`config.mk`:
```
export PLATFORM = sky130hd
export DESIGN_NAME = bar_range_volume_window_top_flat
export DESIGN_NICKNAME = d
export VERILOG_FILES = /design/src/sv/brvw_pkg.sv /design/src/sv/brvw_bar_if.sv /design/src/sv/brvw_result_if.sv /design/src/sv/brvw_ram.sv /design/src/sv/bar_range_volume_window_top.sv /design/src/flat_wrapper.sv
export VERILOG_INCLUDE_DIRS = /design/src /design/src/sv
export SDC_FILE = /design/constraint.sdc
export NUM_CORES = 2
export LEC_CHECK = 0
export BUFFER_PORTS_ARGS = -buffer_cell sky130_fd_sc_hd__buf_2
export CORE_ASPECT_RATIO = 1.25
export CORE_MARGIN = 2
export CORE_UTILIZATION = 50
export DETAILED_ROUTE_END_ITERATION = 8
export PLACE_DENSITY = 0.78
export SKIP_CTS_REPAIR_TIMING = 1
export SLEW_MARGIN = 5
export SYNTH_ARGS = -nofsm -noshare
export SYNTH_HDL_FRONTEND = slang
export SYNTH_HIERARCHICAL = 1
export SYNTH_SLANG_ARGS = --single-unit
```
`constraint.sdc`:
```
create_clock -name clk -period 7.7 [get_ports clk]
set_clock_uncertainty 0.1 [all_clocks]
set_input_delay 1.155 -clock clk [delete_from_list [all_inputs] [get_ports clk]]
set_output_delay 1.155 -clock clk [all_outputs]
set_load 0.02 [all_outputs]
```
`src/sv/bar_range_volume_window_top_assert.svh`:
```
// Assertion macros shared by the bar range and volume window RTL.
`ifndef BAR_RANGE_VOLUME_WINDOW_TOP_ASSERT_SVH
`define BAR_RANGE_VOLUME_WINDOW_TOP_ASSERT_SVH

// Same-cycle implication, checked only out of reset.
`define BRVW_ASSERT_IMPLY(label, clk, rst_n, ante, cons) \
    label: assert property (@(posedge clk) disable iff (!rst_n) (ante) |-> (cons)) \
        else $error("brvw assertion failed");

// Next-cycle implication, checked only out of reset.
`define BRVW_ASSERT_NEXT(label, clk, rst_n, ante, cons) \
    label: assert property (@(posedge clk) disable iff (!rst_n) (ante) |=> (cons)) \
        else $error("brvw assertion failed");

`endif

```
`src/sv/brvw_pkg.sv`:
```
// Types and constants of the bar range and volume window block.
`default_nettype none

package brvw_pkg;

    localparam int PRICE_W   = 32;
    localparam int VOLUME_W  = 32;
    localparam int WINDOW_W  = 7;
    localparam int MINVOL_W  = 40;
    localparam int MEAN_W    = 40;
    localparam int Q_SHIFT   = 8;
    localparam int PADDR_W   = 4;
    localparam int PDATA_W   = 64;

    // Register indexes, taken from paddr bit 3 (registers sit at 8-byte steps).
    localparam logic REG_WINDOW     = 1'b0;
    localparam logic REG_MIN_VOLUME = 1'b1;

    localparam logic [WINDOW_W-1:0] WINDOW_RESET = 7'd14;
    localparam logic [MINVOL_W-1:0] MINVOL_RESET = 40'd256;

    typedef enum logic [2:0] {
        ST_IDLE,
        ST_TRUE_RANGE,
        ST_UPDATE,
        ST_DIVIDE,
        ST_FINISH
    } brvw_state_t;

endpackage

`default_nettype wire

```
`src/sv/brvw_bar_if.sv`:
```
// Request channel carrying one price bar.
`default_nettype none

interface brvw_bar_if;
    import brvw_pkg::*;

    logic                valid;
    logic                ready;
    logic [PRICE_W-1:0]  bar_high;
    logic [PRICE_W-1:0]  bar_low;
    logic [PRICE_W-1:0]  bar_close;
    logic [VOLUME_W-1:0] bar_volume;

    modport source (output valid, output bar_high, output bar_low, output bar_close,
                    output bar_volume, input ready);
    modport sink   (input valid, input bar_high, input bar_low, input bar_close,
                    input bar_volume, output ready);
endinterface

`default_nettype wire

```
`src/sv/brvw_result_if.sv`:
```
// Request channel carrying the range and volume means of one bar.
`default_nettype none

interface brvw_result_if;
    import brvw_pkg::*;

    logic              valid;
    logic              ready;
    logic [MEAN_W-1:0] range_mean_q8;
    logic [MEAN_W-1:0] volume_mean_q8;
    logic              indicators_valid;

    modport source (output valid, output range_mean_q8, output volume_mean_q8,
                    output indicators_valid, input ready);
    modport sink   (input valid, input range_mean_q8, input volume_mean_q8,
                    input indicators_valid, output ready);
endinterface

`default_nettype wire

```
`src/sv/brvw_ram.sv`:
```
// Generic single-clock RAM with one write port and one registered read port.
`default_nettype none

module brvw_ram #(
    parameter int WIDTH = 64,
    parameter int DEPTH = 64
) (
    input  wire logic                     clk,
    input  wire logic                     wr_en,
    input  wire logic [$clog2(DEPTH)-1:0] wr_addr,
    input  wire logic [WIDTH-1:0]         wr_data,
    input  wire logic                     rd_en,
    input  wire logic [$clog2(DEPTH)-1:0] rd_addr,
    output logic [WIDTH-1:0]              rd_data
);

    logic [WIDTH-1:0] mem [DEPTH];

    always_ff @(posedge clk)
    begin
        if (wr_en)
        begin
            mem[wr_addr] <= wr_data;
        end
        if (rd_en)
        begin
            rd_data <= mem[rd_addr];
        end
    end

endmodule

`default_nettype wire

```
`src/sv/bar_range_volume_window_top.sv`:
```
// Bar range and volume window: moving means of true range and volume over price bars.
// A result is presented after its bar passes the true-range, update, divide and finish
// states; the bit-serial divider runs DIV_W = 46 steps for a 64-deep window.
// A bar is taken only once the last one is done; the next may enter while a result waits.
// Reset clears window length to 14, minimum volume to 256 and all history; ring
// contents are not cleared, since an entry is never used before it is written.
`default_nettype none

module bar_range_volume_window_top #(
    parameter int MAX_WINDOW = 64
) (
    input  wire logic                          clk,
    input  wire logic                          rst_n,
    input  wire logic                          psel,
    input  wire logic                          penable,
    input  wire logic                          pwrite,
    input  wire logic [brvw_pkg::PADDR_W-1:0]  paddr,
    input  wire logic [brvw_pkg::PDATA_W-1:0]  pwdata,
    output logic      [brvw_pkg::PDATA_W-1:0]  prdata,
    output logic                               pready,
    brvw_bar_if.sink                           bar,
    brvw_result_if.source                      result
);

    import brvw_pkg::*;

`include "bar_range_volume_window_top_assert.svh"

    // Widths that follow from the ring depth.
    localparam int AW       = $clog2(MAX_WINDOW);
    localparam int BS_W     = $clog2(MAX_WINDOW + 2);
    localparam int EXT_W    = ((BS_W > WINDOW_W) ? BS_W : WINDOW_W) + 2;
    localparam int SUM_W    = PRICE_W + AW;
    localparam int DIV_W    = SUM_W + Q_SHIFT;
    localparam int CNT_W    = $clog2(DIV_W);
    localparam int RAM_W    = PRICE_W + VOLUME_W;

    localparam logic [EXT_W-1:0] MAX_EXT  = EXT_W'(MAX_WINDOW);
    localparam logic [BS_W-1:0]  BS_MAX   = BS_W'(MAX_WINDOW + 1);
    localparam logic [AW-1:0]    POS_LAST = AW'(MAX_WINDOW - 1);
    localparam logic [CNT_W-1:0] CNT_LAST = CNT_W'(DIV_W - 1);

    // ------------------------------------------------------------------
    // Configuration registers. The window length is clamped into
    // 1..MAX_WINDOW on write, and a window write clears the bar history.
    // ------------------------------------------------------------------
    logic [WINDOW_W-1:0] n_reg;
    logic [MINVOL_W-1:0] minvol_reg;
    logic                cfg_write;
    logic                cfg_window;
    logic [EXT_W-1:0]    win_raw;
    logic [WINDOW_W-1:0] win_clamped;

    assign pready     = 1'b1;
    assign cfg_write  = psel && penable && pwrite && pready;
    assign cfg_window = cfg_write && (paddr[3] == REG_WINDOW);
    assign win_raw    = EXT_W'(pwdata[WINDOW_W-1:0]);

    always_comb
    begin
        if (win_raw == '0)
        begin
            win_clamped = WINDOW_W'(1);
        end
        else if (win_raw > MAX_EXT)
        begin
            win_clamped = MAX_EXT[WINDOW_W-1:0];
        end
        else
        begin
            win_clamped = pwdata[WINDOW_W-1:0];
        end
    end

    always_comb
    begin
        if (paddr[3] == REG_MIN_VOLUME)
        begin
            prdata = {{(PDATA_W - MINVOL_W){1'b0}}, minvol_reg};
        end
        else
        begin
            prdata = {{(PDATA_W - WINDOW_W){1'b0}}, n_reg};
        end
    end

    always_ff @(posedge clk or negedge rst_n)
    begin
        if (!rst_n)
        begin
            n_reg      <= WINDOW_RESET;
            minvol_reg <= MINVOL_RESET;
        end
        else if (cfg_write)
        begin
            if (paddr[3] == REG_WINDOW)
            begin
                n_reg <= win_clamped;
            end
            else
            begin
                minvol_reg <= pwdata[MINVOL_W-1:0];
            end
        end
    end

    // ------------------------------------------------------------------
    // Ring memory: each entry holds {true range, volume} of one bar.
    // The entry that leaves the window is read when the bar is accepted,
    // so the later write to the same entry (window equal to the depth)
    // cannot disturb it.
    // ------------------------------------------------------------------
    logic             ram_wr_en;
    logic             ram_rd_en;
    logic [AW-1:0]    ram_rd_addr;
    logic [RAM_W-1:0] ram_rd_data;
    logic [AW-1:0]    pos_reg;
    logic [PRICE_W-1:0]  tr_reg;
    logic [VOLUME_W-1:0] vol_reg;

    brvw_ram #(
        .WIDTH (RAM_W),
        .DEPTH (MAX_WINDOW)
    ) u_ring (
        .clk     (clk),
        .wr_en   (ram_wr_en),
        .wr_addr (pos_reg),
        .wr_data ({tr_reg, vol_reg}),
        .rd_en   (ram_rd_en),
        .rd_addr (ram_rd_addr),
        .rd_data (ram_rd_data)
    );

    // ------------------------------------------------------------------
    // Sequencer.
    // ------------------------------------------------------------------
    brvw_state_t state_reg;
    brvw_state_t state_next;
    logic [CNT_W-1:0] div_cnt_reg;
    logic             out_valid_reg;
    logic             bar_accept;
    logic             out_free;

    assign bar.ready  = (state_reg == ST_IDLE);
    assign bar_accept = bar.valid && bar.ready;
    assign out_free   = !out_valid_reg || result.ready;

    always_comb
    begin
        state_next = state_reg;
        case (state_reg)
            ST_IDLE:
            begin
                if (bar_accept)
                begin
                    state_next = ST_TRUE_RANGE;
                end
            end
            ST_TRUE_RANGE:
            begin
                state_next = ST_UPDATE;
            end
            ST_UPDATE:
            begin
                state_next = ST_DIVIDE;
            end
            ST_DIVIDE:
            begin
                if (div_cnt_reg == CNT_LAST)
                begin
                    state_next = ST_FINISH;
                end
            end
            ST_FINISH:
            begin
                if (out_free)
                begin
                    state_next = ST_IDLE;
                end
            end
            default:
            begin
                state_next = ST_IDLE;
            end
        endcase
    end

    always_comb
    begin
        ram_rd_en = 1'b0;
        ram_wr_en = 1'b0;
        case (state_reg)
            ST_IDLE:
            begin
                ram_rd_en = bar_accept;
            end
            ST_UPDATE:
            begin
                ram_wr_en = 1'b1;
            end
            default:
            begin
                ram_rd_en = 1'b0;
                ram_wr_en = 1'b0;
            end
        endcase
    end

    always_ff @(posedge clk or negedge rst_n)
    begin
        if (!rst_n)
        begin
            state_reg <= ST_IDLE;
        end
        else
        begin
            state_reg <= state_next;
        end
    end

    // ------------------------------------------------------------------
    // History and address arithmetic, done in a common wider width.
    // ------------------------------------------------------------------
    logic [BS_W-1:0]     bars_seen_reg;
    logic [BS_W-1:0]     bars_seen_next;
    logic [EXT_W-1:0]    n_ext;
    logic [EXT_W-1:0]    bs_ext;
    logic [EXT_W-1:0]    bs_next_ext;
    logic [EXT_W-1:0]    old_sum;
    logic [EXT_W-1:0]    old_wrap;
    logic [PRICE_W-1:0]  prev_close_reg;
    logic [SUM_W-1:0]    sum_r_reg;
    logic [SUM_W-1:0]    sum_v_reg;
    logic [SUM_W-1:0]    sum_r_next;
    logic [SUM_W-1:0]    sum_v_next;
    logic                drop_reg;
    logic                range_ok_reg;
    logic                vol_ok_reg;

    assign n_ext       = EXT_W'(n_reg);
    assign bs_ext      = EXT_W'(bars_seen_reg);
    assign bars_seen_next = (bars_seen_reg == BS_MAX) ? bars_seen_reg
                                                      : bars_seen_reg + BS_W'(1);
    assign bs_next_ext = EXT_W'(bars_seen_next);

    // Entry leaving the window: (pos - n) modulo the ring depth.
    assign old_sum     = EXT_W'(pos_reg) + MAX_EXT - n_ext;
    assign old_wrap    = (old_sum >= MAX_EXT) ? (old_sum - MAX_EXT) : old_sum;
    assign ram_rd_addr = old_wrap[AW-1:0];

    assign sum_r_next  = sum_r_reg + SUM_W'(tr_reg);
    assign sum_v_next  = sum_v_reg + SUM_W'(vol_reg);

    // True range of the held bar against the previous close. Low above
    // high makes the high-low span count as zero.
    logic [PRICE_W-1:0] high_reg;
    logic [PRICE_W-1:0] low_reg;
    logic [PRICE_W-1:0] close_reg;
    logic [PRICE_W-1:0] span_hl;
    logic [PRICE_W-1:0] dist_h;
    logic [PRICE_W-1:0] dist_l;
    logic [PRICE_W-1:0] tr_hl_h;
    logic [PRICE_W-1:0] tr_calc;

    assign span_hl = (high_reg >= low_reg) ? (high_reg - low_reg) : '0;
    assign dist_h  = (high_reg >= prev_close_reg) ? (high_reg - prev_close_reg)
                                                  : (prev_close_reg - high_reg);
    assign dist_l  = (low_reg >= prev_close_reg) ? (low_reg - prev_close_reg)
                                                 : (prev_close_reg - low_reg);
    assign tr_hl_h = (dist_h > span_hl) ? dist_h : span_hl;
    assign tr_calc = (bars_seen_reg == '0) ? '0
                   : ((dist_l > tr_hl_h) ? dist_l : tr_hl_h);

    always_ff @(posedge clk)
    begin
        if (bar_accept)
        begin
            high_reg  <= bar.bar_high;
            low_reg   <= bar.bar_low;
            close_reg <= bar.bar_close;
            vol_reg   <= bar.bar_volume;
        end
        if (state_reg == ST_TRUE_RANGE)
        begin
            tr_reg <= tr_calc;
        end
    end

    always_ff @(posedge clk or negedge rst_n)
    begin
        if (!rst_n)
        begin
            bars_seen_reg  <= '0;
            pos_reg        <= '0;
            prev_close_reg <= '0;
            sum_r_reg      <= '0;
            sum_v_reg      <= '0;
            drop_reg       <= 1'b0;
            range_ok_reg   <= 1'b0;
            vol_ok_reg     <= 1'b0;
        end
        else if (cfg_window)
        begin
            bars_seen_reg  <= '0;
            pos_reg        <= '0;
            prev_close_reg <= '0;
            sum_r_reg      <= '0;
            sum_v_reg      <= '0;
        end
        else
        begin
            case (state_reg)
                ST_IDLE:
                begin
                    if (bar_accept)
                    begin
                        drop_reg <= (bs_ext >= n_ext);
                    end
                end
                ST_TRUE_RANGE:
                begin
                    // The read data is the entry leaving the window.
                    if (drop_reg)
                    begin
                        sum_r_reg <= sum_r_reg - SUM_W'(ram_rd_data[RAM_W-1:VOLUME_W]);
                        sum_v_reg <= sum_v_reg - SUM_W'(ram_rd_data[VOLUME_W-1:0]);
                    end
                end
                ST_UPDATE:
                begin
                    sum_r_reg      <= sum_r_next;
                    sum_v_reg      <= sum_v_next;
                    pos_reg        <= (pos_reg == POS_LAST) ? '0 : pos_reg + AW'(1);
                    bars_seen_reg  <= bars_seen_next;
                    prev_close_reg <= close_reg;
                    range_ok_reg   <= (bs_next_ext >= n_ext + EXT_W'(1));
                    vol_ok_reg     <= (bs_next_ext >= n_ext);
                end
                default:
                begin
                    drop_reg <= drop_reg;
                end
            endcase
        end
    end

    // ------------------------------------------------------------------
    // Two restoring dividers run side by side, one quotient bit a cycle.
    // The dividend register shifts out its top bit and takes in the
    // quotient bit, so it holds the quotient once all bits are through.
    // The remainder stays below n, so it fits the window width.
    // ------------------------------------------------------------------
    logic [DIV_W-1:0]    quo_r_reg;
    logic [DIV_W-1:0]    quo_v_reg;
    logic [WINDOW_W-1:0] rem_r_reg;
    logic [WINDOW_W-1:0] rem_v_reg;
    logic [WINDOW_W:0]   trial_r;
    logic [WINDOW_W:0]   trial_v;
    logic                take_r;
    logic                take_v;

    assign trial_r = {rem_r_reg, quo_r_reg[DIV_W-1]};
    assign trial_v = {rem_v_reg, quo_v_reg[DIV_W-1]};
    assign take_r  = (trial_r >= {1'b0, n_reg});
    assign take_v  = (trial_v >= {1'b0, n_reg});

    always_ff @(posedge clk)
    begin
        if (state_reg == ST_UPDATE)
        begin
            quo_r_reg <= {sum_r_next, {Q_SHIFT{1'b0}}};
            quo_v_reg <= {sum_v_next, {Q_SHIFT{1'b0}}};
            rem_r_reg <= '0;
            rem_v_reg <= '0;
        end
        else if (state_reg == ST_DIVIDE)
        begin
            quo_r_reg <= {quo_r_reg[DIV_W-2:0], take_r};
            quo_v_reg <= {quo_v_reg[DIV_W-2:0], take_v};
            rem_r_reg <= take_r ? WINDOW_W'(trial_r - {1'b0, n_reg}) : trial_r[WINDOW_W-1:0];
            rem_v_reg <= take_v ? WINDOW_W'(trial_v - {1'b0, n_reg}) : trial_v[WINDOW_W-1:0];
        end
    end

    always_ff @(posedge clk or negedge rst_n)
    begin
        if (!rst_n)
        begin
            div_cnt_reg <= '0;
        end
        else if (state_reg == ST_UPDATE)
        begin
            div_cnt_reg <= '0;
        end
        else if (state_reg == ST_DIVIDE)
        begin
            div_cnt_reg <= div_cnt_reg + CNT_W'(1);
        end
    end

    // ------------------------------------------------------------------
    // Output register. It holds a result until taken while the next bar
    // is already being worked on; the finish step waits for it to free.
    // The range mean counts only after N+1 bars, the volume mean after N,
    // and a zero volume mean is replaced by the configured minimum.
    // ------------------------------------------------------------------
    logic [MEAN_W-1:0] range_out_reg;
    logic [MEAN_W-1:0] vol_out_reg;
    logic              ind_out_reg;
    logic              range_nz;
    logic              out_load;
    logic [MEAN_W-1:0] vol_mean;

    assign range_nz = range_ok_reg && (quo_r_reg != '0);
    assign out_load = (state_reg == ST_FINISH) && out_free;

    always_comb
    begin
        if (!vol_ok_reg)
        begin
            vol_mean = '0;
        end
        else if (quo_v_reg == '0)
        begin
            vol_mean = minvol_reg;
        end
        else
        begin
            vol_mean = quo_v_reg[MEAN_W-1:0];
        end
    end

    always_ff @(posedge clk)
    begin
        if (out_load)
        begin
            range_out_reg <= range_ok_reg ? quo_r_reg[MEAN_W-1:0] : '0;
            vol_out_reg   <= vol_mean;
            ind_out_reg   <= range_nz;
        end
    end

    always_ff @(posedge clk or negedge rst_n)
    begin
        if (!rst_n)
        begin
            out_valid_reg <= 1'b0;
        end
        else if (out_load)
        begin
            out_valid_reg <= 1'b1;
        end
        else if (result.ready)
        begin
            out_valid_reg <= 1'b0;
        end
    end

    assign result.valid            = out_valid_reg;
    assign result.range_mean_q8    = range_out_reg;
    assign result.volume_mean_q8   = vol_out_reg;
    assign result.indicators_valid = ind_out_reg;

    // ------------------------------------------------------------------
    // Assertions.
    // ------------------------------------------------------------------
    `BRVW_ASSERT_IMPLY(a_result_from_finish, clk, rst_n, $rose(out_valid_reg),
                       $past(state_reg) == ST_FINISH)
    `BRVW_ASSERT_IMPLY(a_window_legal, clk, rst_n, 1'b1,
                       (n_reg != '0) && (n_ext <= MAX_EXT))
    `BRVW_ASSERT_NEXT(a_update_starts_divide, clk, rst_n, state_reg == ST_UPDATE,
                      (state_reg == ST_DIVIDE) && (div_cnt_reg == '0))

endmodule

`default_nettype wire

```
`src/flat_wrapper.sv`:
```
// flat-port wrapper written by rule: the top's interface ports become plain ports
module bar_range_volume_window_top_flat import brvw_pkg::*;
#(
    parameter int MAX_WINDOW = 64
)
  (clk, rst_n, psel, penable, pwrite, paddr, pwdata, prdata, pready, bar_valid, bar_bar_high, bar_bar_low, bar_bar_close, bar_bar_volume, bar_ready, result_valid, result_range_mean_q8, result_volume_mean_q8, result_indicators_valid, result_ready);
  brvw_bar_if bar_i ();
  brvw_result_if result_i ();
  input  wire logic clk;
  input  wire logic rst_n;
  input  wire logic psel;
  input  wire logic penable;
  input  wire logic pwrite;
  input  wire logic [brvw_pkg::PADDR_W-1:0] paddr;
  input  wire logic [brvw_pkg::PDATA_W-1:0] pwdata;
  output logic      [brvw_pkg::PDATA_W-1:0] prdata;
  output logic pready;
  input wire logic [$bits(bar_i.valid)-1:0] bar_valid;
  input wire logic [$bits(bar_i.bar_high)-1:0] bar_bar_high;
  input wire logic [$bits(bar_i.bar_low)-1:0] bar_bar_low;
  input wire logic [$bits(bar_i.bar_close)-1:0] bar_bar_close;
  input wire logic [$bits(bar_i.bar_volume)-1:0] bar_bar_volume;
  output wire logic [$bits(bar_i.ready)-1:0] bar_ready;
  output wire logic [$bits(result_i.valid)-1:0] result_valid;
  output wire logic [$bits(result_i.range_mean_q8)-1:0] result_range_mean_q8;
  output wire logic [$bits(result_i.volume_mean_q8)-1:0] result_volume_mean_q8;
  output wire logic [$bits(result_i.indicators_valid)-1:0] result_indicators_valid;
  input wire logic [$bits(result_i.ready)-1:0] result_ready;
  assign bar_i.valid = bar_valid;
  assign bar_i.bar_high = bar_bar_high;
  assign bar_i.bar_low = bar_bar_low;
  assign bar_i.bar_close = bar_bar_close;
  assign bar_i.bar_volume = bar_bar_volume;
  assign bar_ready = bar_i.ready;
  assign result_valid = result_i.valid;
  assign result_range_mean_q8 = result_i.range_mean_q8;
  assign result_volume_mean_q8 = result_i.volume_mean_q8;
  assign result_indicators_valid = result_i.indicators_valid;
  assign result_i.ready = result_ready;
  bar_range_volume_window_top #(.MAX_WINDOW(MAX_WINDOW)) u_core (.clk(clk), .rst_n(rst_n), .psel(psel), .penable(penable), .pwrite(pwrite), .paddr(paddr), .pwdata(pwdata), .prdata(prdata), .pready(pready), .bar(bar_i), .result(result_i));
endmodule
```
==> flow_metrics.env <==
export IMPL_synth_mux_area_frac=0.129
export IMPL_synth_top_area_share=0.682
export IMPL_dieArea_um2=399000
export IMPL_nFillCells=27800
export IMPL_min_period_ns=7.51
export IMPL_first_pass_iters=8
export IMPL_synthTopCellsByArea="edfxtp_1 (68%), mux4_2 (12%), ha_1 (2.5%)"
export IMPL_core_area_um2=392000
export IMPL_path_max_fanout=12
export IMPL_regMostFlops="u_core/u_ring/mem"
export IMPL_rr_worst_depth=38
export IMPL_fp_dieW_um=566
export IMPL_ys_flop_type="edfxtp_1"
export IMPL_setup_viol=0
export IMPL_fin_cells=17500
export IMPL_placed_cells=16700
export IMPL_crit_required_ns=8.29
export IMPL_gr_total_overflow=0
export IMPL_yosys_register_bits=4688
export IMPL_rows=257
export IMPL_r2r_end="u_core/tr_reg[30]$_SDFFCE_PN0P_"
export IMPL_clockBufferDepth=4
export IMPL_cp_common_cell="nand2_1"
export IMPL_yosysWarnings=6
export IMPL_nets=12500
export IMPL_worst_slack_ns=0.192
export IMPL_p_leak_nw=75.1
export IMPL_yosysMostFrequentCell="edfxtp_1"
export IMPL_wl_per_cell_um=35.1
export IMPL_max_cap_viol_count=0
export IMPL_yosysTopAreaCell="edfxtp_1"
export IMPL_die_y_um=706
export IMPL_area_delta_synth_final_pct=13.4
export IMPL_htree_levels=5
export IMPL_drc_errors=0
export IMPL_gr_usage_all_layers=0.303
export IMPL_yosys_area_share_simple=0.0424
export IMPL_antenna_left=0
export IMPL_cp_start_kind="flip-flop"
export IMPL_drive_above_1_share=0.240
export IMPL_min_path_type="in -> async"
export IMPL_grt_pass1_wl_um=858000
export IMPL_avgSynthCellArea_um2=17.8
export IMPL_rsz0062_at_grt="yes"
export IMPL_synth_edf_count=4477
export IMPL_fmax_ghz=0.133
export IMPL_synth_common_cells="edfxtp_1 (4477), mux4_2 (1024), a21oi_1 (493)"
export IMPL_pre_cts_slack_ns=-0.154
export IMPL_crit_slowest_cell="o31ai_4"
export IMPL_cts_tree="done"
export IMPL_drtIter0Drc=17200
export IMPL_place_gp_congestion=0.926
export IMPL_cp_top_family="compound AO/OA/AOI/OAI gates"
export IMPL_crit_path_max_incr_delay_ns=0.60
export IMPL_path_buf_inv=10
export IMPL_initial_core_util=0.502
export IMPL_multi_input_area_um2=54700
export IMPL_ir_drop_mv=0.349
export IMPL_wl_um=613000
export IMPL_ys_seq_area_frac=0.708
export IMPL_ff_latch_area_um2=140000
export IMPL_tightest_slew_ns=1.43
export IMPL_largestRegisters="u_core/u_ring/mem (4096), u_core/u_ring/rd_data (64)"
export IMPL_clkTransAtPathRegs_ns=0.06
export IMPL_io_pins=351
export IMPL_synth_xor_area_frac=0.0106
export IMPL_via_per_inst=6.68
export IMPL_outcome="completed"
export IMPL_grt_max_degree=123
export IMPL_relSlewSlack=0.0365
export IMPL_synth_top_family_by_area="multiplexers"
export IMPL_endpoint_kind="flip-flop"
export IMPL_drv_slew=0
export IMPL_clock_latency_ns=1.00
export IMPL_r2r_start="u_core/high_reg[0]$_DFFE_PP_"
export IMPL_hold_viol_final=0
export IMPL_cts_buffers=412
export IMPL_syn_inst=11100
export IMPL_largest_register_ffs=4096
export IMPL_first_global_vias=117000
export IMPL_p_per_area_nw_per_um2=366
export IMPL_synth_fa_ha_area_frac=0.0264
export IMPL_clockRootBuffer="clkbuf_16"
export IMPL_synth_compound_area_share=0.0633
export IMPL_cp_arrival_ns=8.09
export IMPL_finalCritPeriodShare=0.975
export IMPL_async_flop_share=0.0386
export IMPL_io_buffers=298
export IMPL_r2r_slack_ns=0.19
export IMPL_syn_area_um2=197000
export IMPL_critPathKind="reg -> reg"
export IMPL_clkSinkCount=4688
export IMPL_synth_distinct_cells=101
export IMPL_hpwl_um=359000
export IMPL_antenna_found_initial=43
export IMPL_vias=117000
## routing by layer
layer  routed length, µm  vias to the layer above  global-route usage
li1                    -                    46300                   -
met1              197000                    58900               0.361
met2              292000                     9351               0.490
met3               73300                     2133              0.0701
met4               50700                       26               0.206
met5                 175                        -                   0
## worst max-delay path by stage
stage	start	end	slack, ns	depth (start not counted)
after floorplan	u_core/prev_close_reg[1]$_DFFE_PN0P_	u_core/tr_reg[28]$_SDFFCE_PN0P_	0.51	29
after global placement	u_core/high_reg[0]$_DFFE_PP_	u_core/tr_reg[30]$_SDFFCE_PN0P_	-0.17	35
after detailed placement	u_core/high_reg[0]$_DFFE_PP_	u_core/tr_reg[30]$_SDFFCE_PN0P_	-0.15	35
after CTS	u_core/high_reg[0]$_DFFE_PP_	u_core/tr_reg[30]$_SDFFCE_PN0P_	-0.26	35
after global routing	u_core/high_reg[0]$_DFFE_PP_	u_core/tr_reg[30]$_SDFFCE_PN0P_	-0.1	37
final	u_core/high_reg[0]$_DFFE_PP_	u_core/tr_reg[30]$_SDFFCE_PN0P_	0.19	38
## per-stage QoR
step	utilization	TNS [ns]	cell area, µm²	power (mW)	hold WS [ns]
finish	0.570	0	223000	81.8	0.185
global route	0.570	-0.748	223000	84.0	0.202
CTS	0.568	-3.50	223000	80.7	0.167
detailed placement	0.534	-1.46	209000	59.6	0.363
global placement	0.534	-1.84	209000	59.1	0.338
floorplan	-	0	197000	48.7	0.326
## cells by family (layout without fill, tap and decap cells)
kind of cell | count (synthesis) | count (layout)
simple gates | 1713 | 1713
flops | 4688 | 4688
other cells | 2 | 46
compound gates | 1875 | 1875
mux | 1260 | 1260
xor+xnor | 239 | 239
buf+inv | 883 | 2060
fa+ha+maj | 409 | 409
## cell type report
class                   instances  area share
diodes                         21    0.000235
well taps                    5180      0.0290
inverters                     273     0.00468
repair buffers               1035      0.0366
clock buffers                 510      0.0485
multi-input cells            5521       0.245
clock inverters               242      0.0113
flip-flops and latches       4688       0.625
## where the power goes
group          switching [mW]  internal, mW
clock network            9.46          11.5
logic                    18.4          12.5
registers               0.794          29.1
## worst reg2reg max path: cells and delay by family (launching register included)
family | cells | cell delay, ns
AO/OA/AOI/OAI | 13 | 2.76
AND/OR/NAND/NOR | 10 | 1.47
buffers and inverters | 10 | 1.36
adder cells (fa/ha/maj) | 4 | 0.99
flip-flops | 1 | 0.41
XOR/XNOR | 1 | 0.14
## cell usage in the layout (no fill, tap or decap), types with 92 or more instances in the layout
master	count
a211oi_1	121
a21o_1	157
a21oi_1	481
a22oi_1	173
and2_1	92
and3_1	98
buf_2	297
buf_4	643
clkbuf_16	425
dfrtp_1	176
edfxtp_1	4477
ha_1	392
inv_1	267
mux2i_1	186
mux4_2	1024
nand2_1	456
nand3_1	142
nor2_1	375
nor2b_1	101
o21ai_0	270
o22ai_1	93
xnor2_1	138
xor2_1	93
(Power assumes the default switching activity.)
